`src/sv/tbf_pkg.sv`:
```
`timescale 1ns / 1ps
`default_nettype none
// ----------------------------------------------------------------------------
// tbf_pkg: shared types and constants of the triple Bloom filter
// Command codes, register indexes, the queue entry between the front and the
// back part, and the status the back part reports to the front part.
// ----------------------------------------------------------------------------
package tbf_pkg;

  localparam int DEF_MAX_PRIMARY_WORDS = 65536;
  localparam int DEF_MAX_PROBES        = 32;

  localparam int CMD_W      = 2;
  localparam int HASH_W     = 64;
  localparam int CFG_IDX_W  = 1;
  localparam int CFG_DATA_W = 17;
  localparam int WORDS_W    = 17;
  localparam int COUNT_W    = 6;

  // Remainder-unit dividend width: the hash shifted right by at least four.
  localparam int QUOT_W     = 60;
  localparam int BIT_W      = 6;
  localparam int ENT_ADDR_W = 24;
  localparam int QUEUE_DEPTH = 4;

  typedef enum logic [CMD_W-1:0] {
    CMD_CHECK  = 2'd0,
    CMD_INSERT = 2'd1,
    CMD_CLEAR  = 2'd2
  } cmd_t;

  typedef enum logic [CFG_IDX_W-1:0] {
    CFG_PRIMARY_WORDS = 1'b0,
    CFG_HASH_COUNT    = 1'b1
  } cfg_idx_t;

  typedef struct packed {
    logic                  clr;
    logic                  set;
    logic                  last;
    logic [ENT_ADDR_W-1:0] addr1;
    logic [BIT_W-1:0]      bit1;
    logic [ENT_ADDR_W-1:0] addr2;
    logic [BIT_W-1:0]      bit2;
    logic [ENT_ADDR_W-1:0] addr3;
    logic [BIT_W-1:0]      bit3;
  } probe_ent_t;

  typedef struct packed {
    logic clearing;
  } back_stat_t;

endpackage
`default_nettype wire

```
`src/sv/tbf_queue.sv`:
```
`timescale 1ns / 1ps
`default_nettype none
// ----------------------------------------------------------------------------
// tbf_queue: short probe queue
// Holds probe operations from the front part until the back part takes them.
// ----------------------------------------------------------------------------
module tbf_queue (
  input  wire logic                 clk,
  input  wire logic                 rst,
  input  wire logic                 push,
  input  wire tbf_pkg::probe_ent_t  push_data,
  input  wire logic                 pop,
  output tbf_pkg::probe_ent_t       head,
  output logic                      full,
  output logic                      empty
);
  import tbf_pkg::*;

  localparam int PW = $clog2(QUEUE_DEPTH);

  probe_ent_t     slots [QUEUE_DEPTH];
  logic [PW-1:0]  wptr;
  logic [PW-1:0]  rptr;
  logic [PW:0]    count;

  assign full  = (count == (PW+1)'(QUEUE_DEPTH));
  assign empty = (count == '0);
  assign head  = slots[rptr];

  always_ff @(posedge clk) begin
    if (rst) begin
      wptr  <= '0;
      rptr  <= '0;
      count <= '0;
    end else begin
      if (push) begin
        wptr <= wptr + 1'b1;
      end
      if (pop) begin
        rptr <= rptr + 1'b1;
      end
      if (push && !pop) begin
        count <= count + 1'b1;
      end else if (pop && !push) begin
        count <= count - 1'b1;
      end
    end
  end

  always_ff @(posedge clk) begin
    if (push) begin
      slots[wptr] <= push_data;
    end
  end

endmodule
`default_nettype wire

```
`config.mk`:
```
export PLATFORM = sky130hd
export DESIGN_NAME = tbf_queue
export DESIGN_NICKNAME = d
export VERILOG_FILES = /design/src/sv/tbf_pkg.sv /design/src/sv/tbf_queue.sv
export SDC_FILE = /design/constraint.sdc
export NUM_CORES = 1
export LEC_CHECK = 0
export ABC_AREA = 1
export BUFFER_PORTS_ARGS = -buffer_cell sky130_fd_sc_hd__buf_2
export CAP_MARGIN = 10
export CORE_MARGIN = 3
export CORE_UTILIZATION = 40
export DETAILED_ROUTE_END_ITERATION = 12
export PLACE_DENSITY = 0.59
export SYNTH_ARGS = -nofsm -noshare
export SYNTH_HDL_FRONTEND = slang
export SYNTH_SLANG_ARGS = --single-unit
```
`constraint.sdc`:
```
create_clock -name clk -period 4.7 [get_ports clk]
set_clock_uncertainty 0.1 [all_clocks]
set_input_delay 0.235 -clock clk [delete_from_list [all_inputs] [get_ports clk]]
set_output_delay 0.235 -clock clk [all_outputs]
set_load 0.05 [all_outputs]
```
**Yosys cells after proc, flatten, opt, wreduce, memory -nomap -nowiden**

Memories as Yosys holds them, arrays and structs flattened. A register that Yosys moved wholly into a read port is not among the register bits.
Cells that the tools add are included.

- Equal/unequal tests: 1
- Reductions and logical operators: 6
- Multiplexer cells: 6
- Add/subtract/negate cells: 4

Operators by type and width:

| operator | count |
|---|---|
| two-way mux 3 bit | 2 |
| adder 2 x 1 -> 2 bit (second input constant) | 2 |
| two-way mux 2 bit | 2 |
| adder 3 x 1 -> 3 bit (second input constant) | 1 |
| equality test 3 bit (second input constant) | 1 |
| zero test 3 bit | 1 |
| subtractor 3 x 1 -> 3 bit (second input constant) | 1 |
| logical AND 1 bit | 2 |
| zero test 1 bit | 2 |
| two-way mux 1 bit | 2 |
| nonzero test 2 bit | 1 |

- Memories: 1
- Input bits: 97
- Flip-flop bits (word level): 7
- Bits in writable memories: 372
- Output and inout bits: 95
- Word-level logic and storage cells: 21

Memory list:

| name | depth | width | read ports | clocked after Yosys merged registers in | write ports | RTL line | text |
|---|---|---|---|---|---|---|---|
| slots | 4 | 93 | 1 | 1 | 1 | tbf_queue.sv:21 | `probe_ent_t slots [QUEUE_DEPTH];` |

**Longest topological paths before layout**

- Depth in word-level cells: 4
- Depth in mapped cells: 10
- Gate-level depth less buffers: 10

**Least setup slack after synthesis**

OpenSTA, ideal clock, no wires.

- Path type: reg2reg
- From: register wptr[0]
- To: memory slots[2][0] (netlist name) (enable)
- Clock period less this slack: 2,933 ps
- Setup time: 447 ps
- Required time: 4,153 ps
- Slack: 1,767 ps
- Path buffers: 0
- Stages on the path, launching flop included: 5
- Arrival: 2,386 ps
- Path through: dfxtp_1 -> inv_1 -> ha_1 -> nand2_1 -> inv_1

RTL lines:

| what | RTL line | text |
|---|---|---|
| start, declared | tbf_queue.sv:22 | `logic [PW-1:0] wptr;` |
| start signal, assigned | tbf_queue.sv:37 | `wptr <= wptr + 1'b1;` |
| end, declared | tbf_queue.sv:21 |  |

Straight into the memory's write port.

==> results.ini <==
[clock_tree]
cts_sinks = 381
clkTransAtPathRegs_ns = 0.06
numCtsBuffers = 39
cts-resized-gates = 0
cts_buffer_depth = 3
tritoncts = yes
clk_latency_ns = 0.51
cts_root_buf = clkbuf_16
cts_setup_buffers = 0
cts-htree-levels = 2

[timing]
fmax_ghz = 0.3191
period_minus_slack_ns = 3.134
hold_ws_ns = 0.3276
grt_setup_unrepaired = false
finalCritPeriodShare_pct = 66.68
worst_slew_pin_slew_ns = 0.9426
slew_headroom_pct = 37.16
finalSetupTns_ns = 0
slew_violations = 0
hold_viol = 0
finalSetupViolCount = 0

[yosys]
syn_nets = 1060
synth_xor_area_share_pct = 0.06171
netlist_area_um2 = 14190
synth_compound_area_share_pct = 10.94
ys_seq_area_share_pct = 79.98
synthSimpleGateAreaFrac_pct = 5.466
netlist_instances = 957
synthAdderAreaFrac_pct = 0.5819
synth.area.mux_share_pct = 0
ys_seq_elements = 381
synth_top_family_by_area = compound AO/OA/AOI/OAI gates
syn-mean-instance-area_um2 = 14.83
ys_warn_count = 0
ys_types = 21

[placed_design]
placed_cells_incl_taps = 1556
io_buffers = 191
dp_hpwl_um = 17530
placed_cell_area_um2 = 15520
gp_congestion = 0.7332

[die]
fp.dieH_um = 194.4
dieWidth_um = 194.4
io_pins = 192
die_area_um2 = 37780
num_rows = 68
start_util_pct = 40.78
coreArea_um2 = 34800

[worst_setup_path]
reg2reg_slack_ns = 2.46
reg2reg_from = wptr[0]$_SDFFE_PP0P_
rr_endpoint = slots[2][44]$_DFFE_PP_
required_ns = 4.37
cp_max_fo = 68
crit_type = register to output pin
worstPathArrival_ns = 2.80
slowest_delay_ns = 0.76
cp_cell_sequence = buf_4, o21ai_0, o22ai_1, buf_2
crit_path_top_delay_cell = dfxtp_4
endpoint_kind = output pin
rr_worst_depth = 5
crit_path_start_kind = register

[route]
via_per_inst = 5.176
ant_nets = 0
routed_wl_um = 32410
firstDrtPassIters = 5
drc = 0
wire_per_inst_um = 18.82
drt_iter0_markers = 630
num_vias = 8913

[final_layout]
fin_nets = 1341
area_growth_pct = 24.36
instances_no_fill = 1722
nFillCells = 3000
layout_common_cells = edfxtp_1 (372), nor2_1 (192), buf_2 (191)
layout_commonest_cell = edfxtp_1
post-route-util_pct = 50.72
diodes = 0
design_area_um2 = 17650
drive_gt1_share_pct = 20.60

[global_routing]
antenna_found_initial = 0
gr-total-overflow = 0
grt_pass1_wl_um = 50500
grt_use_total_pct = 16.67
grt_max_degree = 87
grt_pass1_vias = 9041

[power_and_ir_drop]
clkPwrFrac_pct = 36.3
p_seq_share_pct = 50.0
intPower_w = 0.005804
power_switching_share_pct = 26.12
power_leakage_nw = 6.201
p_per_area_nw_per_um2 = 445.2
peakVddDrop_mv = 0.3341
power_frac_comb_pct = 13.7
power.switching_w = 0.002052

[job]
cap_violations = 0

[run_status]
outcome = finished, final reports clean

[worst_hold_path]
hold_depth = 3
hp-start = rst
hp-class = input pin to register
hold_path_end = count[0]$_SDFFE_PP0P_

[power groups by stage]
stage | registers [W] | clock network, W | logic, W
floorplan | 0.00399 | 0 | 0.000732
global placement | 0.00400 | 0 | 0.00101
detailed placement | 0.00400 | 0 | 0.00102
CTS | 0.00393 | 0.00292 | 0.00109
global route | 0.00394 | 0.00305 | 0.00116
finish | 0.00393 | 0.00285 | 0.00108
[repair_timing]
| item | CTS | global route |
|---|---|---|
| setup endpoints to repair | 0 | 0 |
| hold endpoints to repair | 380 | 0 |
| hold buffers | 96 | 0 |
[synthesized netlist by cell type (all sizes together)]
| cell | count | area, µm² |
|---|---|---|
| edfxtp | 372 | 11170 |
| nor2 | 192 | 720.7 |
| o21ai | 191 | 955.9 |
| o22ai | 93 | 581.8 |
| buf | 30 | 240.2 |
| clkbuf | 30 | 115.1 |
| inv | 17 | 66.32 |
| dfxtp | 9 | 180.2 |
| nand2 | 9 | 33.78 |
| ha | 5 | 62.56 |
| a21oi | 3 | 15.01 |
| nor3 | 2 | 10.01 |
| fa | 1 | 20.02 |
| nand3 | 1 | 5.000 |
| nand4 | 1 | 6.260 |
| xor2 | 1 | 8.760 |
[worst max path at each step]
| stage | cells past startpoint | end |
|---|---|---|
| floorplan | 4 | slots[2][0]$_DFFE_PP_ |
| global placement | 4 | head[46] |
| detailed placement | 5 | head[67] |
| CTS | 4 | head[53] |
| global route | 4 | head[53] |
| finish | 4 | head[53] |
[state kept, by name (all words and copies together) (netlist names), named ones only]
| register | count |
|---|---|
| slots | 372 |
| count | 3 |
| rptr | 2 |
| wptr | 2 |
[cell families (layout without fill, tap and decap cells)]
| group | Yosys count | in the layout |
|---|---|---|
| AOI/OAI and AO/OA | 287 | 287 |
| xor gates and xnor gates | 1 | 1 |
| adders and majority gates | 6 | 6 |
| buffers and inverters | 77 | 387 |
| DFF | 381 | 381 |
| and+or+nand+nor | 205 | 205 |
[routing by layer]
layer / track usage, % / up-vias / wire, µm
met4: 4.096 / 0 / 581
met1: 22.66 / 4440 / 14100
li1: - / 4175 / -
met5: 0 / - / 0
met2: 27.63 / 246 / 15690
met3: 3.675 / 52 / 2038
[cell type report]
| cell class | instances | area, µm² | area share [%] |
|---|---|---|---|
| clock inverters | 8 | 36.28 | 0.2056 |
| repair buffers | 300 | 2052 | 11.63 |
| flip-flops and latches | 381 | 11360 | 64.36 |
| inverters | 17 | 78.83 | 0.4466 |
| multi-input cells | 499 | 2420 | 13.71 |
| clock buffers | 62 | 1135 | 6.430 |
| well taps | 455 | 569.3 | 3.226 |
[through the flow]
stage               setup WS [ns]  total power [W]
floorplan                   1.767         0.004724
finish                      1.566         0.007857
global placement            2.128         0.005009
CTS                         1.534         0.007940
global route                1.341         0.008155
detailed placement          2.095         0.005024
[critical path: cells and delay by family (launching register included)]
| family | cells | cell delay [ns] |
|---|---|---|
| buf+inv | 2 | 0.95 |
| flops | 1 | 0.76 |
| compound gates | 2 | 0.44 |
Note: power is estimated with default switching activity, not from simulation.
