**config.mk**
```make
export PLATFORM = sky130hd
export DESIGN_NAME = tbf_front_flat
export DESIGN_NICKNAME = d
export VERILOG_FILES = /design/src/sv/tbf_pkg.sv /design/src/sv/tbf_if.sv /design/src/sv/tbf_mod.sv /design/src/sv/tbf_front.sv /design/src/flat_wrapper.sv
export SDC_FILE = /design/constraint.sdc
export NUM_CORES = 2
export LEC_CHECK = 0
export BUFFER_PORTS_ARGS = -buffer_cell sky130_fd_sc_hd__buf_2
export CAP_MARGIN = 30
export CORE_ASPECT_RATIO = 1.1
export CORE_UTILIZATION = 60
export CTS_BUF_LIST = sky130_fd_sc_hd__clkbuf_8
export CTS_CLUSTER_SIZE = 40
export DETAILED_ROUTE_END_ITERATION = 10
export GPL_ROUTABILITY_DRIVEN = 0
export HOLD_SLACK_MARGIN = 0.1
export PLACE_DENSITY_LB_ADDON = 0.12
export SYNTH_ARGS = -nofsm -noshare
export SYNTH_HDL_FRONTEND = slang
export SYNTH_HIERARCHICAL = 1
export SYNTH_SLANG_ARGS = --single-unit
export TNS_END_PERCENT = 100
```
**constraint.sdc**
```tcl
create_clock -name clk -period 9.85 [get_ports clk]
set_input_delay 0 -clock clk [delete_from_list [all_inputs] [get_ports clk]]
set_output_delay 0 -clock clk [all_outputs]
set_load 0.01 [all_outputs]
```
**src/sv/tbf_pkg.sv**
```systemverilog
`timescale 1ns / 1ps
`default_nettype none
// ----------------------------------------------------------------------------
// tbf_pkg: shared types and constants of the triple Bloom filter
// Command codes, register indexes, the queue entry between the front and the
// back part, and the status the back part reports to the front part.
// ----------------------------------------------------------------------------
package tbf_pkg;

  localparam int DEF_MAX_PRIMARY_WORDS = 65536;
  localparam int DEF_MAX_PROBES        = 32;

  localparam int CMD_W      = 2;
  localparam int HASH_W     = 64;
  localparam int CFG_IDX_W  = 1;
  localparam int CFG_DATA_W = 17;
  localparam int WORDS_W    = 17;
  localparam int COUNT_W    = 6;

  // Remainder-unit dividend width: the hash shifted right by at least four.
  localparam int QUOT_W     = 60;
  localparam int BIT_W      = 6;
  localparam int ENT_ADDR_W = 24;
  localparam int QUEUE_DEPTH = 4;

  typedef enum logic [CMD_W-1:0] {
    CMD_CHECK  = 2'd0,
    CMD_INSERT = 2'd1,
    CMD_CLEAR  = 2'd2
  } cmd_t;

  typedef enum logic [CFG_IDX_W-1:0] {
    CFG_PRIMARY_WORDS = 1'b0,
    CFG_HASH_COUNT    = 1'b1
  } cfg_idx_t;

  typedef struct packed {
    logic                  clr;
    logic                  set;
    logic                  last;
    logic [ENT_ADDR_W-1:0] addr1;
    logic [BIT_W-1:0]      bit1;
    logic [ENT_ADDR_W-1:0] addr2;
    logic [BIT_W-1:0]      bit2;
    logic [ENT_ADDR_W-1:0] addr3;
    logic [BIT_W-1:0]      bit3;
  } probe_ent_t;

  typedef struct packed {
    logic clearing;
  } back_stat_t;

endpackage
`default_nettype wire

```
**src/sv/tbf_if.sv**
```systemverilog
`timescale 1ns / 1ps
`default_nettype none
// ----------------------------------------------------------------------------
// tbf_in_if / tbf_out_if: request and response channels
// Valid/ready channels; a transfer happens when both are high at a clock edge.
// ----------------------------------------------------------------------------
interface tbf_in_if;
  logic        valid;
  logic        ready;
  logic [1:0]  cmd;
  logic [63:0] hash_first;
  logic [63:0] hash_second;
  logic [63:0] hash_third;
  modport source (output valid, cmd, hash_first, hash_second, hash_third, input ready);
  modport sink   (input valid, cmd, hash_first, hash_second, hash_third, output ready);
endinterface

`default_nettype wire

```
**src/sv/tbf_mod.sv**
```systemverilog
`timescale 1ns / 1ps
`default_nettype none
// ----------------------------------------------------------------------------
// tbf_mod: bit-serial remainder unit
// Restoring reduction of a 60-bit dividend by the word count, one bit a cycle.
// ----------------------------------------------------------------------------
module tbf_mod #(
  parameter int WW = 17
) (
  input  wire logic                      clk,
  input  wire logic                      rst,
  input  wire logic                      start,
  input  wire logic [tbf_pkg::QUOT_W-1:0] dividend,
  input  wire logic [WW-1:0]             divisor,
  output logic      [WW-1:0]             rem,
  output logic                           done
);
  import tbf_pkg::*;

  localparam int CW = $clog2(QUOT_W + 1);

  logic [QUOT_W-1:0] quot;
  logic [CW-1:0]     cnt;
  logic              busy;
  logic [WW:0]       trial;
  logic [WW:0]       trial_red;

  always_comb begin
    trial     = {rem, quot[QUOT_W-1]};
    trial_red = (trial >= {1'b0, divisor}) ? (trial - {1'b0, divisor}) : trial;
  end

  always_ff @(posedge clk) begin
    if (rst) begin
      busy <= 1'b0;
      done <= 1'b0;
      cnt  <= '0;
    end else if (start) begin
      busy <= 1'b1;
      done <= 1'b0;
      cnt  <= '0;
    end else if (busy) begin
      cnt <= cnt + 1'b1;
      if (cnt == CW'(QUOT_W - 1)) begin
        busy <= 1'b0;
        done <= 1'b1;
      end
    end
  end

  always_ff @(posedge clk) begin
    if (start) begin
      quot <= dividend;
      rem  <= '0;
    end else if (busy) begin
      quot <= quot << 1;
      rem  <= trial_red[WW-1:0];
    end
  end

endmodule
`default_nettype wire

```
**src/sv/tbf_front.sv**
```systemverilog
`timescale 1ns / 1ps
`default_nettype none
// ----------------------------------------------------------------------------
// tbf_front: request front end
// Takes requests, steps the three probe sequences, reduces each probe index
// to a word and bit in each store and queues it; a clear is queued unreduced.
// ----------------------------------------------------------------------------
module tbf_front #(
  parameter int WW = 17,
  parameter int PW = 6
) (
  input  wire logic                clk,
  input  wire logic                rst,
  tbf_in_if.sink                   req,
  input  wire logic [WW-1:0]       eff_words,
  input  wire logic [PW-1:0]       eff_probes,
  input  wire tbf_pkg::back_stat_t stat,
  input  wire logic                q_full,
  output logic                     q_push,
  output tbf_pkg::probe_ent_t      q_data
);
  import tbf_pkg::*;

  typedef enum logic [2:0] {
    F_IDLE = 3'b001,
    F_MOD  = 3'b010,
    F_PUSH = 3'b100
  } front_state_t;

  front_state_t state, state_next;

  logic [HASH_W-1:0] h1, h2, h3;
  logic [HASH_W-1:0] x1, x2, x3;
  logic [HASH_W-1:0] x1_next, x2_next, x3_next;
  logic [WW-1:0]     words;
  logic [PW-1:0]     probes;
  logic [PW-1:0]     idx;
  logic              is_clr;
  logic              is_set;
  logic              accept;
  logic              advance;
  logic              last;
  logic              mod_start;
  logic [WW-1:0]     r1, r2, r3;
  logic              d1, d2, d3;
  logic [WW-1:0]     word2, word3;

  assign req.ready = (state == F_IDLE) && !stat.clearing;
  assign accept    = req.valid && req.ready;
  assign last      = is_clr || (({1'b0, idx} + 1'b1) == {1'b0, probes});
  assign q_push    = (state == F_PUSH) && !q_full;
  assign advance   = q_push && !last;
  assign mod_start = (accept && (req.cmd != CMD_CLEAR)) || advance;

  always_comb begin
    x1_next = x1;
    x2_next = x2;
    x3_next = x3;
    if (accept) begin
      x1_next = req.hash_first;
      x2_next = req.hash_second;
      x3_next = req.hash_third;
    end else if (advance) begin
      x1_next = x1 + h2;
      x2_next = x2 + h3;
      x3_next = x3 + h1;
    end
  end

  always_comb begin
    state_next = state;
    unique case (state)
      F_IDLE: begin
        if (accept) begin
          state_next = (req.cmd == CMD_CLEAR) ? F_PUSH : F_MOD;
        end
      end
      F_MOD: begin
        if (d1 && d2 && d3) begin
          state_next = F_PUSH;
        end
      end
      F_PUSH: begin
        if (q_push) begin
          state_next = last ? F_IDLE : F_MOD;
        end
      end
      default: state_next = F_IDLE;
    endcase
  end

  always_ff @(posedge clk) begin
    if (rst) begin
      state <= F_IDLE;
    end else begin
      state <= state_next;
    end
  end

  always_ff @(posedge clk) begin
    x1 <= x1_next;
    x2 <= x2_next;
    x3 <= x3_next;
    if (accept) begin
      h1     <= req.hash_first;
      h2     <= req.hash_second;
      h3     <= req.hash_third;
      is_clr <= (req.cmd == CMD_CLEAR);
      is_set <= (req.cmd == CMD_INSERT);
      words  <= eff_words;
      probes <= eff_probes;
      idx    <= '0;
    end else if (advance) begin
      idx <= idx + 1'b1;
    end
  end

  // The secondary index is reduced by 32 words' worth of bits and the
  // tertiary by 16, so the hashes enter the units shifted by 5 and 4.
  tbf_mod #(.WW(WW)) u_mod1 (
    .clk, .rst, .start(mod_start), .dividend(QUOT_W'(x1_next >> 6)),
    .divisor(words), .rem(r1), .done(d1)
  );
  tbf_mod #(.WW(WW)) u_mod2 (
    .clk, .rst, .start(mod_start), .dividend(QUOT_W'(x2_next >> 5)),
    .divisor(words), .rem(r2), .done(d2)
  );
  tbf_mod #(.WW(WW)) u_mod3 (
    .clk, .rst, .start(mod_start), .dividend(QUOT_W'(x3_next >> 4)),
    .divisor(words), .rem(r3), .done(d3)
  );

  always_comb begin
    word2        = r2 >> 1;
    word3        = r3 >> 2;
    q_data.clr   = is_clr;
    q_data.set   = is_set;
    q_data.last  = last;
    q_data.addr1 = ENT_ADDR_W'(r1);
    q_data.bit1  = x1[BIT_W-1:0];
    q_data.addr2 = ENT_ADDR_W'(word2);
    q_data.bit2  = {r2[0], x2[4:0]};
    q_data.addr3 = ENT_ADDR_W'(word3);
    q_data.bit3  = {r3[1:0], x3[3:0]};
  end

endmodule
`default_nettype wire

```
**src/flat_wrapper.sv**
```systemverilog
// flat-port wrapper written by rule: the top's interface ports become plain ports
module tbf_front_flat import tbf_pkg::*;
#(
  parameter int WW = 17,
  parameter int PW = 6
)
  (clk, rst, eff_words, eff_probes, stat, q_full, q_push, q_data, req_valid, req_cmd, req_hash_first, req_hash_second, req_hash_third, req_ready);
  tbf_in_if req_i ();
  input  wire logic clk;
  input  wire logic rst;
  input  wire logic [WW-1:0] eff_words;
  input  wire logic [PW-1:0] eff_probes;
  input  wire tbf_pkg::back_stat_t stat;
  input  wire logic q_full;
  output logic q_push;
  output tbf_pkg::probe_ent_t q_data;
  input wire logic [$bits(req_i.valid)-1:0] req_valid;
  input wire logic [$bits(req_i.cmd)-1:0] req_cmd;
  input wire logic [$bits(req_i.hash_first)-1:0] req_hash_first;
  input wire logic [$bits(req_i.hash_second)-1:0] req_hash_second;
  input wire logic [$bits(req_i.hash_third)-1:0] req_hash_third;
  output wire logic [$bits(req_i.ready)-1:0] req_ready;
  assign req_i.valid = req_valid;
  assign req_i.cmd = req_cmd;
  assign req_i.hash_first = req_hash_first;
  assign req_i.hash_second = req_hash_second;
  assign req_i.hash_third = req_hash_third;
  assign req_ready = req_i.ready;
  tbf_front #(.WW(WW), .PW(PW)) u_core (.clk(clk), .rst(rst), .req(req_i), .eff_words(eff_words), .eff_probes(eff_probes), .stat(stat), .q_full(q_full), .q_push(q_push), .q_data(q_data));
endmodule
```
Word-level counts from Yosys, hierarchy flattened
Index checks and enable logic that the tools add are counted.
- register bits: 673
- latch bits: 0
- bits in writable memories: 0
- ROM bits: 0
- logic and storage cells: 110
- memories: 0
- $add $sub $neg: 11
- $mul: 0
- divide/modulo/power cells: 0
- order comparisons: 3
- eq/ne operators: 13
- shifts and indexed selects: 0
- muxes and demuxes: 30
- bitwise gates (word level): 0
- reductions and logical operators: 21
- operator list (operator ; number):
    $mux 64 ; 6
    $add 64x64->64 ; 3
    $mux 60 ; 2
    $mux 59 ; 2
    $mux 58 ; 2
    $ge 18x17->1 ; 3
    $mux 17 ; 3
    $sub 17x17->17 ; 3
    $add 6x1->6 const B ; 4
    $eq 6x6->1 const B ; 3
    $mux 3 ; 4
    $mux 1 ; 9
    $pmux 3 s3 ; 1
    $reduce_bool 2->1 ; 4
    $add 6x1->7 const B ; 1
    $eq 7x6->1 ; 1
    $logic_and 1x1->1 ; 7
    $ne 2x1->1 const B ; 3
    $reduce_and 2->1 ; 3
    $eq 3x1->1 const B ; 1
    $eq 3x2->1 const B ; 1
    $eq 3x3->1 const B ; 1
    $logic_not 1->1 ; 3
    $reduce_and 3->1 ; 1
    6 further kinds ; 7

Depth between registers and ports, before layout
- depth after elaboration: 8
- gate-level depth with buffers: 16
- gate-level depth less buffers: 16

Hierarchy
The synthesis kept the hierarchy.
- modules (own cells, without submodules) (module ; instances ; cells each ; area an instance (um^2) ; sequential area each (um^2)):
    tbf_front ; 1 ; 2906 ; 25951.1 ; 10690.3
    tbf_mod ; 3 ; 391 ; 4546.9 ; 2302.2

Worst setup path before layout
No wires, ideal clock.
- path kind: register -> register
- start point: register u_core.state[2]
- end point: register u_core.u_mod3.quot[51] (data pin)
- library setup time: 0.130 ns
- arrival: 8.294 ns
- path slack: 1.426 ns
- cell stages (with the launch flop): 11
- buffers on the path: 4
- clock period less this slack: 8.424 ns
- cells stage by stage: dfxtp_1 -> clkbuf_1 -> nor3_1 -> nand2_1 -> inv_1 -> clkbuf_1 -> clkbuf_1 -> clkbuf_1 -> nand2_1 -> nand3_1 -> mux2_2
- elaborated cells between the ends (all ways): 11
- RTL lines (item ; line ; RTL):
    from (decl) ; tbf_front.sv:30 ; front_state_t state, state_next;
    from (signal assigned) ; tbf_front.sv:96 ; state <= state_next;
    $eq 3x1->1 ; tbf_front.sv:48 ; assign req.ready = (state == F_IDLE) && !stat.clearing;
    $logic_and 1x1->1 ; tbf_front.sv:48 ;
    net req_ready ; flat_wrapper.sv:22 ; output wire logic [$bits(req_i.ready)-1:0] req_ready;
    $logic_and 1x1->1 ; tbf_front.sv:49 ; assign accept = req.valid && req.ready;
    net u_core.accept ; tbf_front.sv:40 ; logic accept;
    $mux 64 ; tbf_front.sv:59 ; if (accept) begin
    net u_core.x3_next[55] ; tbf_front.sv:34 ; logic [HASH_W-1:0] x1_next, x2_next, x3_next;
    $mux 60 ; tbf_mod.sv:52 ; if (start) begin
    to (signal assigned) ; tbf_mod.sv:53 ; quot <= dividend;
    to (signal assigned) ; tbf_mod.sv:56 ; quot <= quot << 1;
    to (decl) ; tbf_mod.sv:22 ; logic [QUOT_W-1:0] quot;
The timed path passes the listed nets, and every way through them passes these cells. The select of a mux whose other input is x is not followed.
A chain may end at the register's enable or synchronous reset.

Final worst setup path
- start point: register u_core.x2[0]
- end point: register u_core.u_mod2.quot[49] (data pin)
- word-level cells in the longest chain between the ends: 4
- ends and longest elaborated chain (item ; line ; RTL):
    from (decl) ; tbf_front.sv:33 ; logic [HASH_W-1:0] x1, x2, x3;
    from (signal assigned) ; tbf_front.sv:102 ; x2 <= x2_next;
    $add 64x64->64 ; tbf_front.sv:65 ; x2_next = x2 + h3;
    $mux 64 ; tbf_front.sv:63 ; end else if (advance) begin
    $mux 64 ; tbf_front.sv:59 ;
    net u_core.x2_next[54] ; tbf_front.sv:34 ;
    $mux 59 ; tbf_mod.sv:52 ;
    to (signal assigned) ; tbf_mod.sv:53 ;
    to (signal assigned) ; tbf_mod.sv:56 ;
    to (decl) ; tbf_mod.sv:22 ;
The timed path passes the listed nets, and every way through them passes these cells. The select of a mux whose other input is x is not followed.

==> impl_metrics.json <==
{
  "met1_length_um": 47600,
  "min_period_ns": 5.05,
  "antenna_found_initial": 9,
  "io_buffers": 292,
  "cts_max_path_buffers": 3,
  "routed_wl_um": 124000,
  "reg2reg_to": "u_core/u_mod2/quot[49]$_DFFE_PP_",
  "syn_inst": 4079,
  "rsz0062_at_grt": "no",
  "highest_layer": "met5",
  "end_kind": "register",
  "grt_pass1_vias": 34400,
  "drtPass1Iterations": 9,
  "worst_pin_slew_ns": 1.05,
  "track_usage_pct": 36.0,
  "grt_remaining_overflow": 0,
  "r2r-start": "u_core/x2[0]$_DFFE_PP_",
  "start_kind": "register",
  "p_switching_mw": 6.08,
  "cts_made_buffers": 112,
  "synth_compound_area_share_pct": 20.1,
  "ys_seq_area_share_pct": 44.4,
  "r2r_setup_slack_ns": 4.80,
  "drtIter0Drc": 3201,
  "yosysWarnings": 6,
  "fin_ws_ns": 4.80,
  "clock_latency_ns": 0.71,
  "setup_viol": 0,
  "hold_violations": 0,
  "drv_cap": 0,
  "p_sw_share_pct": 42.3,
  "synth_top_family_by_area": "compound AO/OA/AOI/OAI gates",
  "fmax_mhz": 198,
  "synthArstFlopShare_pct": 0,
  "cts_tree": "done",
  "power.density_nw_per_um2": 299,
  "pwr-share-seq_pct": 30.9,
  "vdd_drop_max_mv": 0.177,
  "cts_hold_buf": 456,
  "crit_end": "u_core/u_mod2/quot[49]$_DFFE_PP_",
  "vias_per_cell": 6.21,
  "synthFlopType": "edfxtp_1",
  "start_util_pct": 60.8,
  "critPathLaunch": "u_core/x2[0]$_DFFE_PP_",
  "fill_cells": 4572,
  "cts_resized": 0,
  "synth-edff-count": 412,
  "slew_violations": 0,
  "fin_skew_ns": 0.0266,
  "synthMuxAreaShare_pct": 5.34,
  "synth_area_sq_um": 39600,
  "clkSlewWorstSetupHoldPaths_ns": 0.07,
  "criticalPathCategory": "reg -> reg",
  "wl_per_cell_um": 21.8,
  "clkPwrFrac_pct": 18.3,
  "violations": "design-rule violations",
  "p_int_mw": 8.30,
  "placed_cells": 5015,
  "drive_gt1_share_pct": 15.0,
  "io_pins": 317,
  "p_comb_share_pct": 50.8,
  "finalNetCount": 5207,
  "netlist.top_cell.by_area": "edfxtp_1",
  "max-slew-margin-rel_pct": 30.2,
  "final_util_pct": 74.0,
  "core_area_sq_um": 65100,
  "p_leak_nw": 19.8,
  "final_cell_mix": "456 x dlygate4sd3_1, 434 x a21oi_1, 412 x edfxtp_1, 376 x nand2_1, 334 x nor2_1",
  "grt_pass1_wl_um": 188000,
  "fp.dieW_um": 247,
  "cts-root-buf": "clkbuf_8",
  "fp-row-count": 98,
  "dr_wl_met3_um": 10700,
  "synth.distinct_cells": 96,
  "synth-seq-cells": 673,
  "grt_max_degree": 189,
  "critPathArrivalTime_ns": 5.51,
  "hold_path.class": "in -> reg",
  "synth.avg_cell_area_sq_um": 9.71,
  "synth_fa_ha_area_share_pct": 8.01,
  "holdWs_ns": 0.158,
  "ant_nets": 0,
  "clock_sinks": 673,
  "final_common_cell": "dlygate4sd3_1",
  "synthXorXnorAreaFrac_pct": 4.80,
  "timing.setup.tns_ns": 0,
  "pre_cts_ws_ns": 5.10,
  "die-area_sq_um": 67000,
  "r2r_cells": 16,
  "hpwl_um": 80500,
  "synthTopCellsByArea": "edfxtp_1 31%, dfxtp_1 13%, ha_1 7.7%",
  "crit_fanout": 4,
  "h-tree-depth": 3,
  "synth_top_area_share_pct": 31.2,
  "num_vias": 35300,
  "finalCritPeriodShare_pct": 51.3,
  "area_growth_pct": 21.7,
  "layout.cells.non_filler": 5685,
  "required_ns": 10.31,
  "drc": 32,
  "cts_setup_buffers": 0,
  "wl_met2_um": 58500,
  "die_y_um": 271,
  "outcome": "finished, violations left",
  "synthSimpleGateAreaFrac_pct": 13.0
}
cell type report:
type | count | area, sq um | share of cell area (%)
multi-input combinational | 3050 | 20400 | 42.4
clock inverter | 77 | 529 | 1.10
timing repair buffer | 773 | 6250 | 13.0
sequential | 673 | 17600 | 36.5
inverter | 125 | 477 | 0.989
clock buffer | 133 | 1830 | 3.80
antenna | 4 | 10.0 | 0.0208
tap | 850 | 1060 | 2.21
Yosys cell counts (38+ instances only):
cell / count
a21o_1: 144
a21oi_1: 434
a31oi_1: 58
and3_1: 57
buf_4: 42
clkbuf_1: 190
dfxtp_1: 261
edfxtp_1: 412
ha_1: 244
inv_1: 125
mux2_2: 178
nand2_1: 378
nand2b_1: 38
nand3_1: 68
nand4_1: 65
nor2_1: 334
o21ai_0: 289
o21bai_1: 44
xnor2_1: 119
xor2_1: 98
worst min-delay path by stage:
stage	start	endpoint	slack [ns]	depth (start not counted)
detailed placement	eff_words[7]	u_core/words[7]$_DFFE_PP_	0.18	1
global placement	eff_words[14]	u_core/words[14]$_DFFE_PP_	0.18	1
floorplan	stat	req_ready	0.06	1
finish	req_hash_second[2]	u_core/x2[2]$_DFFE_PP_	0.16	3
CTS	rst	u_core/u_mod2/busy$_SDFF_PP0_	0.10	3
global route	rst	u_core/u_mod2/busy$_SDFF_PP0_	0.14	3
critical path, cell delays in order (launching register included):
cell       delay (ns)
edfxtp_1         0.39
ha_1             0.24
inv_1            0.07
fa_1             0.19
nand2b_1         0.21
a2111oi_2        0.10
nor3_1           0.54
a31oi_2          0.29
nor2_1           0.46
o41ai_4          0.22
a31oi_1          0.65
o21bai_2         0.20
and3_1           0.29
a21boi_1         0.38
xnor2_1          0.17
o21ai_0          0.11
mux2_2           0.30
through the flow:
step / power (mW) / cell area [sq um]
6_report: 14.4 / 48200
4_1_cts: 14.1 / 48200
3_3_place_gp: 11.2 / 41200
5_1_grt: 15.2 / 48200
2_1_floorplan: 9.66 / 39700
3_5_place_dp: 11.3 / 41200
registers in the layout, summed over array words and instances (netlist names), 6 cells and up:
| name | cells |
|---|---|
| u_core/h1 | 64 |
| u_core/h3 | 64 |
| u_core/x2 | 64 |
| u_core/x3 | 64 |
| u_core/x1 | 64 |
| u_core/u_mod2/rem | 17 |
| u_core/u_mod2/cnt | 6 |
| u_core/probes | 6 |
| u_core/h2 | 64 |
| u_core/u_mod1/cnt | 6 |
| u_core/words | 17 |
| u_core/idx | 6 |
| u_core/u_mod1/quot | 60 |
| u_core/u_mod2/quot | 60 |
| u_core/u_mod3/cnt | 6 |
| u_core/u_mod3/quot | 60 |
| u_core/u_mod3/rem | 17 |
| u_core/u_mod1/rem | 17 |
routing by layer:
metal | track usage, % | vias up
met5 | 0 | -
met4 | 20.5 | 10
met3 | 6.23 | 460
met2 | 59.6 | 1899
met1 | 44.2 | 16600
li1 | - | 16300
power by group through the flow:
stage	sequential [mW]	clock, mW	combinational, mW
finish	4.45	2.63	7.31
global route	4.51	2.79	7.91
CTS	4.41	2.64	7.03
detailed placement	4.46	0	6.83
global placement	4.45	0	6.76
floorplan	4.36	0	5.30
kinds of logic (layout without fill, tap and decap cells):
| family | Yosys count | in the layout |
|---|---|---|
| xor+xnor | 217 | 217 |
| compound gates | 1264 | 1264 |
| fa+ha+maj | 250 | 250 |
| simple gates | 1103 | 1103 |
| flops | 673 | 673 |
| buf+inv | 382 | 1108 |
| mux | 189 | 189 |
| other cells | 1 | 31 |
Note: power is estimated with default switching activity, not from simulation.
